$ cat config.mk
export PLATFORM = sky130hd
export DESIGN_NAME = doirt_cordic
export DESIGN_NICKNAME = d
export VERILOG_FILES = /design/src/hdl/doirt_pkg.sv /design/src/hdl/doirt_cordic.sv
export SDC_FILE = /design/constraint.sdc
export NUM_CORES = 1
export LEC_CHECK = 0
export BUFFER_PORTS_ARGS = -buffer_cell sky130_fd_sc_hd__buf_2
export CORE_UTILIZATION = 24
export DETAILED_ROUTE_END_ITERATION = 10
export PLACE_DENSITY_LB_ADDON = 0.3
export SYNTH_ARGS = -nofsm -noshare
export SYNTH_HDL_FRONTEND = slang
export SYNTH_SLANG_ARGS = --single-unit
$ cat constraint.sdc
create_clock -name clk -period 6.7 [get_ports clk]
set_input_delay 1.34 -clock clk [delete_from_list [all_inputs] [get_ports clk]]
set_output_delay 1.34 -clock clk [all_outputs]
set_load 0.03 [all_outputs]
$ cat src/hdl/doirt_pkg.sv
package doirt_pkg;

	// CORDIC datapath: Q30 angles and vectors with growth headroom
	localparam int CordicSteps = 30;
	localparam int CordicW     = 35;
	localparam int StepW       = 5;

	// Integer square root: 1 bit of root per step, radicand up to 2^60
	localparam int SqrtW   = 62;
	localparam int SqrtTop = 30;
	localparam int SqrtKW  = 5;
	localparam int RootW   = 31;

	localparam logic signed [CordicW-1:0] CordicGain = 35'sd652032874;

	// Send reason codes
	localparam logic [1:0] REASON_NONE     = 2'd0;
	localparam logic [1:0] REASON_INTERVAL = 2'd1;
	localparam logic [1:0] REASON_DISTANCE = 2'd2;

	typedef struct packed {
		logic start;
		logic vectoring;
	} cordic_ctl_t;

	// Arctangent of 2^-i in Q30
	function automatic logic [CordicW-1:0] atan_q30(input logic [StepW-1:0] i);
		logic [CordicW-1:0] v;
		unique case (i)
			5'd0:    v = 35'd843314857;
			5'd1:    v = 35'd497837829;
			5'd2:    v = 35'd263043837;
			5'd3:    v = 35'd133525159;
			5'd4:    v = 35'd67021687;
			5'd5:    v = 35'd33543516;
			5'd6:    v = 35'd16775851;
			5'd7:    v = 35'd8388437;
			5'd8:    v = 35'd4194283;
			5'd9:    v = 35'd2097149;
			5'd10:   v = 35'd1048576;
			5'd11:   v = 35'd524288;
			5'd12:   v = 35'd262144;
			5'd13:   v = 35'd131072;
			5'd14:   v = 35'd65536;
			5'd15:   v = 35'd32768;
			5'd16:   v = 35'd16384;
			5'd17:   v = 35'd8192;
			5'd18:   v = 35'd4096;
			5'd19:   v = 35'd2048;
			5'd20:   v = 35'd1024;
			5'd21:   v = 35'd512;
			5'd22:   v = 35'd256;
			5'd23:   v = 35'd128;
			5'd24:   v = 35'd64;
			5'd25:   v = 35'd32;
			5'd26:   v = 35'd16;
			5'd27:   v = 35'd8;
			5'd28:   v = 35'd4;
			5'd29:   v = 35'd2;
			default: v = '0;
		endcase
		return v;
	endfunction

endpackage

$ cat src/hdl/doirt_cordic.sv
module doirt_cordic (
	input  logic                                    clk,
	input  logic                                    arst_n,
	input  doirt_pkg::cordic_ctl_t                  ctl,
	input  logic signed [doirt_pkg::CordicW-1:0]    x_in,
	input  logic signed [doirt_pkg::CordicW-1:0]    y_in,
	input  logic signed [doirt_pkg::CordicW-1:0]    z_in,
	output logic                                    done,
	output logic signed [doirt_pkg::CordicW-1:0]    x_out,
	output logic signed [doirt_pkg::CordicW-1:0]    y_out,
	output logic signed [doirt_pkg::CordicW-1:0]    z_out
);
	import doirt_pkg::*;

	localparam logic [StepW-1:0] LastStep = StepW'(CordicSteps - 1);

	logic                      busy_q;
	logic                      done_q;
	logic                      vec_q;
	logic [StepW-1:0]          step_q;
	logic signed [CordicW-1:0] x_q, y_q, z_q;
	logic signed [CordicW-1:0] dx, dy, at;
	logic                      sigma;

	// One micro-rotation: shifts floor towards minus infinity
	always_comb begin
		dx    = y_q >>> step_q;
		dy    = x_q >>> step_q;
		at    = signed'(atan_q30(step_q));
		sigma = vec_q ? y_q[CordicW-1] : !z_q[CordicW-1];
	end

	// Sequence the steps
	always_ff @(posedge clk or negedge arst_n) begin
		if (!arst_n) begin
			busy_q <= 1'b0;
			done_q <= 1'b0;
			vec_q  <= 1'b0;
			step_q <= '0;
		end else begin
			done_q <= 1'b0;
			if (ctl.start) begin
				busy_q <= 1'b1;
				vec_q  <= ctl.vectoring;
				step_q <= '0;
			end else if (busy_q) begin
				if (step_q == LastStep) begin
					busy_q <= 1'b0;
					done_q <= 1'b1;
				end else begin
					step_q <= step_q + 1'b1;
				end
			end
		end
	end

	// Rotate the vector
	always_ff @(posedge clk) begin
		if (ctl.start) begin
			x_q <= x_in;
			y_q <= y_in;
			z_q <= z_in;
		end else if (busy_q) begin
			if (sigma) begin
				x_q <= x_q - dx;
				y_q <= y_q + dy;
				z_q <= z_q - at;
			end else begin
				x_q <= x_q + dx;
				y_q <= y_q - dy;
				z_q <= z_q + at;
			end
		end
	end

	assign done  = done_q;
	assign x_out = x_q;
	assign y_out = y_q;
	assign z_out = z_q;

endmodule

== Yosys cells after proc, flatten, opt, wreduce, memory -nomap -nowiden ==
Memories as Yosys holds them, arrays and structs flattened.
Cells that the tools add are included.

* Logic and storage cells: 41
* Memories: 1
* Memory bits (read-only): 960
* Input bits: 109
* Flip-flop bits (word level): 113

{| class="wikitable"
|+ Memories
! name !! depth !! width !! read ports !! clocked after memory_dff !! write ports !! RTL line !! RTL
|-
| (name not given) || 32 || 30 || 1 || 0 || 0 || doirt_pkg.sv:29 || <nowiki>unique case (i)</nowiki>
|}

* Reductions and logical operators: 3
* Shift operators: 2
* Eq/ne operators: 2
* Add/subtract/negate cells: 7
* Muxes and demuxes: 19

{| class="wikitable"
|+ Operators by type and width
! kind !! number
|-
| $mux 35 || 9
|-
| $add 35x35->35 || 3
|-
| $sub 35x35->35 || 3
|-
| $sshr 35x5->35 || 2
|-
| $mux 5 || 3
|-
| $mux 1 || 7
|-
| $add 5x1->5 const B || 1
|-
| $eq 5x5->1 const B || 1
|-
| $ne 2x2->1 const B || 1
|-
| $reduce_and 2->1 || 1
|-
| $reduce_bool 2->1 || 1
|-
| $logic_not 1->1 || 1
|}

== Depth between registers and ports, before layout ==
* Word-level depth: 5
* Depth in mapped cells: 29
* Gate-level depth less buffers: 25

== Worst setup path before layout ==
OpenSTA, ideal clock, no wires.

* Path type: register to register
* Start point: register step_q[0]
* End point: register z_q[30] (netlist: z_out[30]), data pin
* Library setup time: 267 ps
* Path buffers: 6
* Clock period less this slack: 6522 ps
* Slack: 178 ps
* Data arrival time: 6255 ps
* Cell stages (with the launch flop): 29
* Path through: dfrtp_1 > buf_6 > buf_6 > inv_2 > buf_1 > buf_1 > ha_1 > clkbuf_1 > nor2_1 > a21oi_1 > o22ai_1 > nor3_1 > nand4_1 > or2_2 > or3_1 > clkbuf_1 > o21ai_1 > xnor2_1 > ha_1 > a21o_1 > a21o_1 > a21o_1 > or3_1 > nor3_1 > nor3_1 > a311o_1 > a21oi_1 > xor2_1 > o21ai_0

* Longest elaborated chain between the ends: 5
* Elaborated cells between the ends (all ways): 6
* Classes of those cells: 2 x add/sub; 3 x mux; 1 x memory

{| class="wikitable"
|+ Ends and longest elaborated chain
! what !! RTL line !! RTL
|-
| start: declaration || doirt_cordic.sv:20 || <nowiki>logic [StepW-1:0] step_q;</nowiki>
|-
| start signal: assignment || doirt_cordic.sv:51 || <nowiki>step_q <= step_q + 1'b1;</nowiki>
|-
| $mem_v2 32x30 * || n/a ||
|-
| $add 35x35->35 / $sub 35x35->35 (equally long branches) || doirt_cordic.sv:71, doirt_cordic.sv:67 ||
|-
| $mux 35 * || doirt_cordic.sv:64 || <nowiki>if (sigma) begin</nowiki>
|-
| $mux 35 * || doirt_cordic.sv:63 || <nowiki>end else if (busy_q) begin</nowiki>
|-
| $mux 35 * || doirt_cordic.sv:59 || <nowiki>if (ctl.start) begin</nowiki>
|-
| end signal: assignment || doirt_cordic.sv:62 || <nowiki>z_q <= z_in;</nowiki>
|-
| end signal: assignment || doirt_cordic.sv:67 || <nowiki>z_q <= z_q - at;</nowiki>
|-
| end signal: assignment || doirt_cordic.sv:71 || <nowiki>z_q <= z_q + at;</nowiki>
|-
| end: declaration || doirt_cordic.sv:21 || <nowiki>logic signed [CordicW-1:0] x_q, y_q, z_q;</nowiki>
|}

Mark *: on every way between the ends. The rest lies on a longest branch, timed or not. The select of a mux whose other input is x is not followed.
A chain may end at the register's enable or synchronous reset.

== Worst setup path in the final report ==
* Start point: register step_q[0]
* End point: register x_q[34] (netlist: x_out[34]), data pin

* Longest elaborated chain between the ends: 5
* Elaborated cells between the ends (all ways): 6
* Classes of those cells: 2 x add/sub; 1 x shift; 3 x mux

{| class="wikitable"
|+ Ends and longest elaborated chain
! what !! RTL line !! RTL
|-
| $sshr 35x5->35 * || doirt_cordic.sv:27 || <nowiki>dx = y_q >>> step_q;</nowiki>
|-
| $add 35x35->35 / $sub 35x35->35 (equally long branches) || doirt_cordic.sv:69, doirt_cordic.sv:65 ||
|-
| $mux 35 * || doirt_cordic.sv:64 ||
|-
| $mux 35 * || doirt_cordic.sv:63 ||
|-
| $mux 35 * || doirt_cordic.sv:59 ||
|-
| end signal: assignment || doirt_cordic.sv:60 || <nowiki>x_q <= x_in;</nowiki>
|-
| end signal: assignment || doirt_cordic.sv:65 || <nowiki>x_q <= x_q - dx;</nowiki>
|-
| end signal: assignment || doirt_cordic.sv:69 || <nowiki>x_q <= x_q + dx;</nowiki>
|-
| end: declaration || doirt_cordic.sv:21 ||
|}

Marked as above.

==> results.txt <==
final setup fails -> 0
Initial Utilization -> 0.242
vias in the first global route -> 18000
filler cell count -> 7608
Slowest cell on crit path -> dfrtp_4
Final Net Count -> 2715
DR vias/cell -> 5.44
Worst Tran Pin Value -> 1010 ps
root buffer cell -> clkbuf_16
Cell Chain, Critical Path -> clkbuf_4 -> buf_4 -> clkinv_2 -> buf_12 -> mux2_2 -> a221o_1 -> a22oi_2 -> buf_4 -> nand3_1 -> or2_1 -> or2_2 -> o21ai_1 -> xor2_1 -> ha_1 -> a21oi_1 -> o21ai_0 -> nand3b_1 -> o2111a_1 -> a211o_1 -> a221o_1 -> a21o_1 -> a21oi_1 -> xnor3_1 -> mux2_2
Longest Clk Path Bufs -> 2
number of port buffers -> 214
DP Wirelength -> 67200 um
hold-fix buffers at CTS -> 0
FF-to-FF path depth -> 24
vias -> 18800
WP buf/inv -> 5
Post-synth EDFFs -> 105
Seq cells post-synth -> 113
worst skew pair latency -> 500 ps
Die Footprint -> 73200 um^2
Placer Congestion -> 0.998
Cells after Synth -> 2056
H-Tree Depth -> 4
Critical Setup Path Class -> reg -> reg
Worst Path Max Fanout -> 12
hold endpoint -> done
synth warn -> 0
Slew Limit Fails -> 0
synthesized area -> 17300 um^2
Pre-antenna DRT Iters -> 7
hold path start -> busy_q
TritonCTS Buffers -> 17
Iteration-0 DRC Markers -> 1712
Slew HR -> 0.323
first-pass GRT wire length -> 120000 um
largest net degree at the start of global routing -> 85
Remaining DRCs -> 0
GRT overflow -> 0
data arrival time of the critical path -> 6740 ps
antenna violations before repair -> 1
status -> completed
Die Width -> 271 um
Max stage delay on crit path -> 560 ps
CP endpoint kind -> flop
setup_tns -> 0 ps
drt wl/cell -> 24.2 um
capture point of the worst reg-to-reg path -> x_out[34]
Mapped Nets -> 2283
Reg2Reg Setup Slack -> 200 ps
Hold Fails Final Rpt -> 0
clock-pin slew on the worst setup and hold paths -> 60 ps
die height -> 271 um
Post-Route WL -> 83500 um
Sink Count -> 113
Rows -> 98
CTS tree -> done
Startpoint Class -> flop
sequential share of the synthesized area -> 0.194
Core Region -> 71500 um^2
final hold slack -> 621 ps
fraction of registers with async set/reset -> 0.0708
most frequent cells in the layout -> 304 x buf_4, 235 x nand2_1, 213 x buf_2
Max Cap Viol -> 0
ratio of cells with drive above 1 in the final layout -> 0.294
Top Ports -> 215
multi-input gate area in the final layout -> 13300 um^2
fin crit share -> 0.970
Highest Clock Rate -> 154 MHz
GRT Overall Usage -> 0.222
CP delay by family, top -> compound AO/OA/AOI/OAI gates
min cycle time layout -> 6500 ps
Synth cell types -> 95
Worst Hold Path Cells -> 2
Post-Syn Area per Cell -> 8.42 um^2
Final Util -> 0.312
Final ANT Viol Nets -> 0
storage element area -> 3370 um^2
most common cell after layout, fill and taps aside -> buf_4
Critical Path RT -> 6940 ps
Hold Crit Class -> reg -> reg
R2R Path Start -> step_q[0]
Post-synth top flop -> edfxtp_1
P&R area growth vs syn -> 28.6%
worst clock skew -> 18.3 ps
==> repair_timing <==
item                                    4_1_cts  5_1_grt
resized for setup                             0       14
setup buffers                                 0       17
endpoints found under the setup margin        0       12
==> metrics by stage <==
step,cell area (um^2),setup WS (ps),std cells
after floorplan,17300,178,2056
after CTS,22100,92.5,3433
after global placement,21500,201,3401
after detailed placement,21500,130,3401
after global routing,22300,-12.9,3452
final,22300,200,3453
==> cell families after synthesis <==
logic type                 Yosys count  share of synthesized area
adders and majority gates          118                     0.0865
buffers and inverters              165                     0.0415
AOI/OAI and AO/OA                  666                      0.250
xor gates and xnor gates           173                     0.0883
DFF                                113                      0.194
and+or+nand+nor                    623                      0.170
muxes                              198                      0.170
==> registers in the layout, summed over array words and instances (netlist names) <==
signal,cells
z_out,35
busy_q,1
x_out,35
vec_q,1
done,1
step_q,5
y_out,35
==> how the worst max path moves through the flow <==
| stage | start | to | slack, ps | depth (start not counted) |
|---|---|---|---|---|
| after floorplan | step_q[0] | z_out[30] | 180 | 28 |
| after global placement | step_q[1] | x_out[34] | 200 | 23 |
| after detailed placement | step_q[1] | x_out[34] | 130 | 23 |
| after CTS | step_q[1] | x_out[34] | 90 | 23 |
| after global routing | step_q[0] | z_out[30] | -10 | 24 |
| final | step_q[0] | x_out[34] | 200 | 24 |
==> cell usage after synthesis (7+ instances only) <==
| master | instances | area, um^2 |
|---|---|---|
| o21bai_1 | 18 | 135 |
| mux2_2 | 56 | 631 |
| or3_1 | 12 | 75.1 |
| buf_6 | 7 | 78.8 |
| nor3_1 | 38 | 190 |
| a311oi_1 | 7 | 61.3 |
| o21ai_0 | 182 | 911 |
| nor2b_1 | 21 | 131 |
| clkbuf_1 | 56 | 210 |
| nand4_1 | 16 | 100 |
| inv_1 | 44 | 165 |
| or2_2 | 13 | 81.3 |
| a211o_1 | 8 | 70.1 |
| nand2b_1 | 30 | 188 |
| a221oi_1 | 13 | 114 |
| dfrtp_1 | 8 | 200 |
| a21o_1 | 56 | 420 |
| and3_1 | 17 | 106 |
| nand2_1 | 236 | 886 |
| a21oi_1 | 146 | 731 |
| ha_1 | 115 | 1440 |
| o22ai_1 | 22 | 138 |
| o211ai_1 | 18 | 135 |
| and2_1 | 16 | 100 |
| nand3_1 | 46 | 230 |
| buf_1 | 19 | 71.3 |
| a221o_1 | 10 | 100 |
| o21ai_1 | 7 | 35.0 |
| o31ai_1 | 21 | 158 |
| a31oi_1 | 23 | 144 |
| o21a_1 | 20 | 150 |
| nor2_1 | 139 | 522 |
| mux4_2 | 71 | 1600 |
| mux2i_1 | 71 | 711 |
| buf_2 | 35 | 175 |
| xnor2_1 | 99 | 867 |
| xor2_1 | 73 | 639 |
| nor3b_1 | 8 | 60.1 |
| o221ai_1 | 14 | 123 |
| a211oi_1 | 19 | 143 |
| edfxtp_1 | 105 | 3150 |
| a22oi_1 | 7 | 52.6 |
==> worst reg2reg max path, delay by kind of cell (launching register included) <==
family	cells	cell delay, ps
flops	1	560
buf+inv	5	920
simple gates	4	940
compound gates	10	2340
xor+xnor	2	510
mux	2	640
fa+ha+maj	1	300
==> final cells by class <==
cell class,instances,area share
well taps,950,0.0534
inverters,47,0.00815
multi-input cells,1778,0.598
clock inverters,13,0.00753
flip-flops and latches,113,0.151
clock buffers,19,0.0194
repair buffers,531,0.162
diodes,2,0.000225
==> per-layer routing <==
metal  routed length, um  global-route usage
met3                5640              0.0465
met1               37900               0.300
met5                   0                   0
met4                1990              0.0681
met2               38000               0.351
Power is left out: the tool's default activity adds up to more than one toggle a clock period on the data nets, which glitch-free logic cannot reach.
