File: config.mk
export PLATFORM = sky130hd
export DESIGN_NAME = doirt_isqrt
export DESIGN_NICKNAME = d
export VERILOG_FILES = /design/src/hdl/doirt_pkg.sv /design/src/hdl/doirt_isqrt.sv
export SDC_FILE = /design/constraint.sdc
export NUM_CORES = 1
export LEC_CHECK = 0
export BUFFER_PORTS_ARGS = -buffer_cell sky130_fd_sc_hd__clkbuf_2
export CORE_MARGIN = 2
export CORE_UTILIZATION = 35
export DETAILED_ROUTE_END_ITERATION = 12
export GPL_ROUTABILITY_DRIVEN = 1
export PLACE_DENSITY = 0.59
export SLEW_MARGIN = 20
export SYNTH_ARGS = -nofsm -noshare
export SYNTH_HDL_FRONTEND = slang
export SYNTH_SLANG_ARGS = --single-unit
export TNS_END_PERCENT = 1
File: constraint.sdc
create_clock -name clk -period 10.2 [get_ports clk]
set_input_delay 1.02 -clock clk [delete_from_list [all_inputs] [get_ports clk]]
set_output_delay 1.02 -clock clk [all_outputs]
set_load 0.01 [all_outputs]
File: src/hdl/doirt_pkg.sv
package doirt_pkg;

	// CORDIC datapath: Q30 angles and vectors with growth headroom
	localparam int CordicSteps = 30;
	localparam int CordicW     = 35;
	localparam int StepW       = 5;

	// Integer square root: 1 bit of root per step, radicand up to 2^60
	localparam int SqrtW   = 62;
	localparam int SqrtTop = 30;
	localparam int SqrtKW  = 5;
	localparam int RootW   = 31;

	localparam logic signed [CordicW-1:0] CordicGain = 35'sd652032874;

	// Send reason codes
	localparam logic [1:0] REASON_NONE     = 2'd0;
	localparam logic [1:0] REASON_INTERVAL = 2'd1;
	localparam logic [1:0] REASON_DISTANCE = 2'd2;

	typedef struct packed {
		logic start;
		logic vectoring;
	} cordic_ctl_t;

	// Arctangent of 2^-i in Q30
	function automatic logic [CordicW-1:0] atan_q30(input logic [StepW-1:0] i);
		logic [CordicW-1:0] v;
		unique case (i)
			5'd0:    v = 35'd843314857;
			5'd1:    v = 35'd497837829;
			5'd2:    v = 35'd263043837;
			5'd3:    v = 35'd133525159;
			5'd4:    v = 35'd67021687;
			5'd5:    v = 35'd33543516;
			5'd6:    v = 35'd16775851;
			5'd7:    v = 35'd8388437;
			5'd8:    v = 35'd4194283;
			5'd9:    v = 35'd2097149;
			5'd10:   v = 35'd1048576;
			5'd11:   v = 35'd524288;
			5'd12:   v = 35'd262144;
			5'd13:   v = 35'd131072;
			5'd14:   v = 35'd65536;
			5'd15:   v = 35'd32768;
			5'd16:   v = 35'd16384;
			5'd17:   v = 35'd8192;
			5'd18:   v = 35'd4096;
			5'd19:   v = 35'd2048;
			5'd20:   v = 35'd1024;
			5'd21:   v = 35'd512;
			5'd22:   v = 35'd256;
			5'd23:   v = 35'd128;
			5'd24:   v = 35'd64;
			5'd25:   v = 35'd32;
			5'd26:   v = 35'd16;
			5'd27:   v = 35'd8;
			5'd28:   v = 35'd4;
			5'd29:   v = 35'd2;
			default: v = '0;
		endcase
		return v;
	endfunction

endpackage

File: src/hdl/doirt_isqrt.sv
module doirt_isqrt (
	input  logic                          clk,
	input  logic                          arst_n,
	input  logic                          start,
	input  logic [doirt_pkg::SqrtW-1:0]   v_in,
	output logic                          done,
	output logic [doirt_pkg::RootW-1:0]   root
);
	import doirt_pkg::*;

	logic              busy_q;
	logic              done_q;
	logic [SqrtKW-1:0] k_q;
	logic [SqrtW-1:0]  v_q, r_q;
	logic [SqrtW-1:0]  b, trial;

	// Trial subtraction for the current root bit
	always_comb begin
		b     = SqrtW'(1) << {k_q, 1'b0};
		trial = r_q + b;
	end

	// Count root bits down
	always_ff @(posedge clk or negedge arst_n) begin
		if (!arst_n) begin
			busy_q <= 1'b0;
			done_q <= 1'b0;
			k_q    <= '0;
		end else begin
			done_q <= 1'b0;
			if (start) begin
				busy_q <= 1'b1;
				k_q    <= SqrtKW'(SqrtTop);
			end else if (busy_q) begin
				if (k_q == '0) begin
					busy_q <= 1'b0;
					done_q <= 1'b1;
				end else begin
					k_q <= k_q - 1'b1;
				end
			end
		end
	end

	// Build the root
	always_ff @(posedge clk) begin
		if (start) begin
			v_q <= v_in;
			r_q <= '0;
		end else if (busy_q) begin
			if (v_q >= trial) begin
				v_q <= v_q - trial;
				r_q <= (r_q >> 1) + b;
			end else begin
				r_q <= r_q >> 1;
			end
		end
	end

	assign done = done_q;
	assign root = r_q[RootW-1:0];

endmodule

# Word level (Yosys, flattened, before mapping)
# Cells that the tools add are included.
# classes
mux,13
n_addsub,4
n_eq_ne,1
reduce_logical,5
n_lt_le_gt_ge,1
shifts,1
# op_table
operator,count
2-to-1 mux 62 bit,4
adder 61 x 62 -> 62 bit,1
adder 62 bit,1
>= comparator 62 bit,1
left shift 1 x 6 -> 62 bit (first input constant),1
subtractor 62 bit,1
2-to-1 mux 5 bit,3
2-to-1 mux 1 bit,6
logical NOT 5 bit,1
subtractor 5 x 1 -> 5 bit (second input constant),1
AND reduction 2 bit,2
nonzero test 2 bit,2
inequality test 2 bit (second input constant),1
# totals
in_bits,65
wordCells,30
out_inout_bits,32
register_bits,131

# Logic depth before layout (Yosys ltp)
# Gate-level depths: netlist of the first run.
# logic_depth
ltp_word,6
mapped_depth,31

# Worst setup path after synthesis of the first run
# Ideal clock, no wire load.
# synth_timing
path_type,reg-to-reg
start,register k_q[3]
end,register v_q[0] (enable)
arrival_time_ps,6907
required_ps,9779
path_stages_with_launch,30
period_less_slack_ps,7328
path_buffers,5
path_slack_ps,2872
setup_time_ps,421
cell_sequence,dfrtp_1 -> clkbuf_1 -> or2_2 -> clkbuf_1 -> nor2_1 -> ha_1 -> and2_1 -> a21o_1 -> a32oi_1 -> nand2_1 -> or3_1 -> a21boi_0 -> o31ai_1 -> a21oi_1 -> o21ai_0 -> xnor2_1 -> ha_1 -> clkbuf_1 -> a21o_1 -> a21o_1 -> a21oi_1 -> o21ai_0 -> a311o_1 -> a31oi_1 -> o31ai_1 -> a21o_1 -> clkbuf_1 -> buf_2 -> nand2_1 -> nand2_1
# synth_via
elab_chain_len,5
# synth_lines
element,line,rtl
start: declaration,doirt_isqrt.sv:13,logic [SqrtKW-1:0] k_q;
start signal: assignment,doirt_isqrt.sv:33,k_q <= SqrtKW'(SqrtTop);
start signal: assignment,doirt_isqrt.sv:39,k_q <= k_q - 1'b1;
left shift 1 x 6 -> 62 bit,doirt_isqrt.sv:19,"b = SqrtW'(1) << {k_q, 1'b0};"
adder 62 bit,doirt_isqrt.sv:20,trial = r_q + b;
>= comparator 62 bit,doirt_isqrt.sv:51,if (v_q >= trial) begin
nonzero test 2 bit (no line),n/a,
AND reduction 2 bit (no line),n/a,
end signal: assignment,doirt_isqrt.sv:48,v_q <= v_in;
end signal: assignment,doirt_isqrt.sv:52,v_q <= v_q - trial;
end: declaration,doirt_isqrt.sv:14,"logic [SqrtW-1:0] v_q, r_q;"
# No other way between the ends.
# A chain may end at the register's enable or synchronous reset.

# Worst setup path after layout of the first run
# layout_timing
start,register k_q[0]
end,register v_q[11] (enable)
# Same word-level chain as after synthesis.

==> results of run 1 <==
## kinds of logic (layout without fill, tap and decap cells)
logic type | after synthesis | count (layout) | synth area share, %
adders and majority gates | 134 | 134 | 11.7
buffers and inverters | 159 | 167 | 5.11
muxes | 38 | 38 | 2.77
DFF | 131 | 131 | 22.9
AOI/OAI and AO/OA | 614 | 614 | 29.0
xor gates and xnor gates | 125 | 125 | 7.65
and+or+nand+nor | 643 | 643 | 20.9
## per-layer routing
metal	wire length, µm	track usage (%)	vias to the layer above
li1	-	-	6875
met1	20700	28.3	6644
met2	21800	37.1	428
met3	2800	4.27	61
met4	911	6.17	0
met5	0	0	-
## report_power, final
| group | total, µW | switching, µW | leakage (µW) | internal (µW) |
|---|---|---|---|---|
| clock | 621 | 267 | 0.000280 | 354 |
| combinational | 2200 | 1350 | 0.00458 | 857 |
| sequential | 886 | 111 | 0.00122 | 776 |
## cell usage after synthesis (all sizes together), types with 42 or more instances
| library cell | instances |
|---|---|
| a21o | 64 |
| a21oi | 118 |
| a31oi | 59 |
| buf | 44 |
| clkbuf | 83 |
| dfxtp | 62 |
| edfxtp | 62 |
| ha | 129 |
| nand2 | 200 |
| nand3 | 42 |
| nor2 | 197 |
| o21ai | 140 |
| xnor2 | 68 |
| xor2 | 57 |
## cell type report
| cell class | count | share of cell area, % |
|---|---|---|
| clock buffers | 23 | 3.29 |
| repair buffers | 103 | 3.48 |
| well taps | 532 | 4.29 |
| flip-flops and latches | 131 | 21.2 |
| multi-input cells | 1554 | 66.6 |
| inverters | 32 | 0.775 |
| clock inverters | 9 | 0.444 |
## worst max path at each step
stage / start / to
after global placement: k_q[0] / v_q[11]
final: k_q[0] / v_q[11]
after detailed placement: k_q[0] / v_q[11]
after CTS: k_q[0] / v_q[11]
after floorplan: k_q[3] / v_q[0]
after global routing: k_q[0] / v_q[11]
## worst max-delay path: cells and delay by family, from the launching register on
kind	cells	cell delay (ns)
AO/OA/AOI/OAI	9	2.46
XOR/XNOR	1	0.08
adder cells (fa/ha/maj)	4	1.03
buffers and inverters	4	1.24
flip-flops	1	0.40
AND/OR/NAND/NOR	12	3.31
## stage by stage
step / instance area, µm² / hold WS, ns / power (µW)
floorplan: 14300 / 0.479 / 2530
global placement: 14900 / 0.538 / 3060
detailed placement: 14900 / 0.551 / 3070
CTS: 15500 / 0.365 / 3710
global route: 15500 / 0.378 / 4000
finish: 15500 / 0.379 / 3710
## layout by cell type, fill, tap and decap left out, drive strengths merged, types with 33 or more instances in the layout
cell and n:
nand2 200, nor2 197, o21ai 140, ha 129
a21oi 118, clkbuf 118, xnor2 68, a21o 64
dfxtp 62, edfxtp 62, a31oi 59, xor2 57
nand3 42, or3 40, o21bai 37, nand4 34
a311oi 33
## state kept, by name, indices dropped and copies added (netlist names)
register,count
done,1
v_q,62
r_q,62
busy_q,1
k_q,5
==> flow_summary.json, run 1 <==
{
  "clkSinkCount": 131,
  "cts_buffer_depth": 2,
  "drc_errors": 0,
  "routed_wl_um": 46200,
  "irDropWorstVdd_v": 0.000120,
  "cts_setup_buffers": 0,
  "place_ws_ns": 1.36,
  "yosysTopAreaCellShare_pct": 13.0,
  "gp_congestion": 0.930,
  "ios": 97,
  "finalCritPeriodShare_pct": 88.1,
  "ant_nets": 0,
  "synth-edff-count": 62,
  "fmax_mhz": 111,
  "syn2layout_area_growth_pct": 8.31,
  "yosysTopAreaCell": "edfxtp_1",
  "fp.dieH_um": 206,
  "overflow": 0,
  "fin_cells": 2384,
  "dp_cells": 2352,
  "worstHoldPathType": "primary input to async pin",
  "clock_latency_ns": 0.47,
  "max-slew-margin-rel_pct": 35.6,
  "tns_ns": 0,
  "r2r_end": "v_q[11]",
  "drtIter0Drc": 1013,
  "h-tree-depth": 4,
  "cpPeakStageDelay_ns": 0.74,
  "cellPowerDensity_mw_per_mm2": 239,
  "slew_viol_final": 0,
  "dieArea_mm2": 0.0425,
  "synth.avg_cell_area_um2": 7.76,
  "post-route-min-period_ns": 8.98,
  "r2r_start": "k_q[0]",
  "p_leak_uw": 0.00609,
  "antenna_found_initial": 0,
  "rrSetupSlack_ns": 1.22,
  "path_common_cell": "nand2_1",
  "syn_inst": 1844,
  "fin_ws_ns": 1.22,
  "root_buffer": "clkbuf_16",
  "ys_seq_elements": 131,
  "cts-resized-gates": 0,
  "core_area_mm2": 0.0406,
  "clk_pin_slew_ns": 0.07,
  "cts_tree": "done",
  "ys_seq_area_share_pct": 22.9,
  "crit_path_end_kind": "flop",
  "reg2reg_depth": 30,
  "ys_warn_count": 0,
  "synth_cell_types": 82,
  "start_util_pct": 35.2,
  "portBuffers": 96,
  "fin_nets": 2034,
  "syn_area_mm2": 0.0143,
  "die_x_um": 206,
  "rsz0062_at_grt": "no",
  "finalSetupViolCount": 0,
  "cts_hold_buf": 0,
  "required_ns": 10.30,
  "grt_max_degree": 95,
  "drt-pass1-iter-count": 6,
  "synth_flop_cell": "edfxtp_1",
  "crit_type": "flop to flop",
  "synth_area_leaders": "edfxtp_1, ha_1, dfxtp_1",
  "critPathSlowestCell": "nor4_1",
  "wl_per_cell_um": 19.4,
  "grt_pass1_wl_um": 73100,
  "num_rows": 74,
  "grt_usage_pct": 21.9,
  "finalHoldViolations": 0,
  "fillers": 4244,
  "syn_nets": 2039,
  "critPathLaunchType": "flop",
  "finalCoreUtilization_pct": 38.1,
  "register_area_mm2": 0.00328,
  "dp_hpwl_um": 35900,
  "worst_slew_pin_slew_ns": 0.957,
  "max_cap_violations": 0,
  "arrival_ns": 9.08,
  "viasPerCell": 5.88,
  "numCtsBuffers": 17,
  "grt_pass1_vias": 13358,
  "drive_gt1_share_pct": 9.67,
  "outcome": "completed",
  "async_reset_ff_share_pct": 5.34,
  "multiInputGateArea_mm2": 0.0103,
  "worst-path-max-fanout": 36,
  "n_antenna_cell": 0,
  "fin_worst_skew_ns": 0.0147,
  "via_count": 14008
}
Power figures use the tool's default switching activity.
==> run 2, diff against run 1 <==
--- a/config.mk
+++ b/config.mk
@@ -5,6 +5,7 @@
 export SDC_FILE = /design/constraint.sdc
 export NUM_CORES = 1
 export LEC_CHECK = 0
+export ABC_AREA = 1
 export BUFFER_PORTS_ARGS = -buffer_cell sky130_fd_sc_hd__clkbuf_2
 export CORE_MARGIN = 2
 export CORE_UTILIZATION = 35
==> run 2 against run 1 <==
  * Final area up 24%
  * Critical path depth down 4
  * Wire length up 53%
  * Sequential cell count unchanged
  * Clock skew about the same
  * Synthesized area up 24%
  * Sequential power up 16%
  * Power up 32%
  * Sequential share of layout area down 4.1 points
  * Worst setup slack better by 1.9 ns
==> flow_summary.json, run 2 <==
{
  "outcome": "completed",
  "wl_per_cell_um": 18.6,
  "worst_slew_pin_slew_ns": 1.08,
  "synth_common_cells": "nand2_1, inv_1, nor2_1",
  "syn_inst": 3081,
  "drive_gt1_share_pct": 6.03,
  "numCtsBuffers": 17,
  "synth_cell_types": 52,
  "cellPowerDensity_mw_per_mm2": 255,
  "synth_area_leaders": "nand2_1, edfxtp_1, inv_1",
  "n_antenna_cell": 0,
  "ys_seq_elements": 131,
  "gp_congestion": 0.996,
  "post-route-cell-area_mm2": 0.0192,
  "tns_ns": 0,
  "clkSinkCount": 131,
  "worstHoldPathType": "primary input to async pin",
  "synth.most_common_cell": "nand2_1",
  "post-route-min-period_ns": 7.12,
  "dieArea_mm2": 0.0524,
  "core_area_mm2": 0.0501,
  "die_x_um": 229,
  "num_rows": 82,
  "slew_viol_final": 0,
  "layout_commonest_cell": "nand2_1",
  "arrival_ns": 7.24,
  "cts_buffer_depth": 2,
  "cts_setup_buffers": 0,
  "ios": 97,
  "finalCritPeriodShare_pct": 69.8,
  "placed_cell_area_mm2": 0.0186,
  "synth.avg_cell_area_um2": 5.75,
  "rsz0062_at_grt": "no",
  "fin_worst_skew_ns": 0.0144,
  "drt-pass1-iter-count": 7,
  "grt_usage_pct": 26.7,
  "grt_max_degree": 84,
  "grt_pass1_wl_um": 108000,
  "ys_warn_count": 0,
  "drtIter0Drc": 1869,
  "critPathLaunchType": "flop",
  "fin_nets": 3314,
  "routed_wl_um": 70600,
  "cts_tree": "done",
  "clk_pin_slew_ns": 0.07,
  "synth_flop_cell": "edfxtp_1",
  "antenna_found_initial": 0,
  "viasPerCell": 5.33,
  "fp.dieH_um": 229,
  "largest_registers": "r_q x62, v_q x62, k_q x5",
  "fmax_mhz": 140,
  "drc_errors": 0,
  "h-tree-depth": 4,
  "required_ns": 10.32,
  "max-slew-margin-rel_pct": 27.5,
  "r2r_start": "k_q[1]",
  "yosysTopAreaCell": "nand2_1",
  "synth-edff-count": 62,
  "root_buffer": "clkbuf_16",
  "irDropWorstVdd_v": 0.000180,
  "clock_latency_ns": 0.50,
  "ys_seq_area_share_pct": 18.5,
  "async_reset_ff_share_pct": 5.34,
  "grt_pass1_vias": 19169,
  "syn_nets": 3276,
  "crit_path_end_kind": "flop",
  "mostFrequentLayoutCells": "nand2_1, inv_1, nor2_1, a21oi_1, o21ai_0",
  "start_util_pct": 35.4,
  "syn2layout_area_growth_pct": 8.22,
  "cts-resized-gates": 0,
  "yosysTopAreaCellShare_pct": 18.2,
  "finalHoldViolations": 0,
  "crit_start": "k_q[1]",
  "max_cap_violations": 0,
  "portBuffers": 96,
  "dp_hpwl_um": 58500,
  "worst-path-max-fanout": 62,
  "overflow": 0,
  "syn_area_mm2": 0.0177,
  "ant_nets": 0,
  "finalSetupViolCount": 0,
  "cts_hold_buf": 0,
  "crit_type": "flop to flop",
  "via_count": 20258,
  "p_leak_uw": 0.00824
}
-- run 2: final cells by class --
class                           instances  area (µm²)
Multi-Input combinational cell       2422       12300
Inverter                              443        1660
Timing Repair Buffer                  104         543
Tap cell                              672         841
Clock buffer                           18         439
Clock inverter                         14         128
Sequential cell                       131        3280
Fill cell                            5791       30900
-- run 2: worst max-delay path, stage by stage (launching register included) --
cell and delay [ns]:
dfrtp_1 0.42, inv_1 0.12, ha_1 0.29, nand2_1 0.15
nor3_1 0.47, ha_1 0.30, nand2_1 0.10, o21ai_0 0.40
nand2_1 0.17, o21ai_0 0.18, inv_1 0.08, o21ai_0 0.38
a21oi_1 0.15, o21ai_0 0.30, xnor2_1 0.15, ha_1 0.42
nand2_1 0.14, inv_2 0.08, nand2_1 0.09, nor2_1 0.15
nand2_1 0.09, nor4_2 0.13, nand4_1 0.16, nand3_4 0.47
nand2_1 0.44, nand2_2 0.14, buf_4 0.62
-- run 2: per-stage QoR --
step | setup slack, ns | cells | total power (µW) | hold WS (ns) | util [%]
final | 3.08 | 3804 | 4880 | 0.400 | 38.3
after global routing | 2.53 | 3804 | 5290 | 0.404 | 38.3
after CTS | 3.25 | 3804 | 4820 | 0.383 | 38.3
after detailed placement | 3.30 | 3772 | 4180 | 0.488 | 37.2
after global placement | 3.24 | 3772 | 4180 | 0.486 | 37.2
after floorplan | 4.61 | 3081 | 3310 | 0.463 | -
-- run 2: worst paths after layout --
check	to	cells past startpoint	slack, ns
worst max-delay path	v_q[10]	26	3.08
worst min-delay path	k_q[4]	1	0.40
worst max register to register	v_q[10]	26	3.08
worst min register to register	r_q[0]	2	0.49
max in group asynchronous	busy_q	1	9.55
min in group clk	r_q[0]	2	0.49
-- run 2: kinds of logic (layout without fill, tap and decap cells) --
family,Yosys count,count (layout),share of synthesized area [%]
compound gates,610,610,18.7
xor+xnor,73,73,3.61
fa+ha+maj,130,130,9.22
buf+inv,528,579,12.2
flops,131,131,18.5
simple gates,1609,1609,37.7
-- run 2: power by group --
group          switching (µW)  total (µW)  internal, µW
Sequential                212        1030           821
Clock                     280         622           342
Combinational            2180        3230          1050
Total                    2670        4880          2210
-- run 2: routing by layer --
layer	vias up	track usage, %	wire (µm)
li1	10116	-	-
met1	9237	35.6	31700
met2	752	43.2	31700
met3	153	2.99	4290
met4	0	12.0	2950
met5	-	0	0
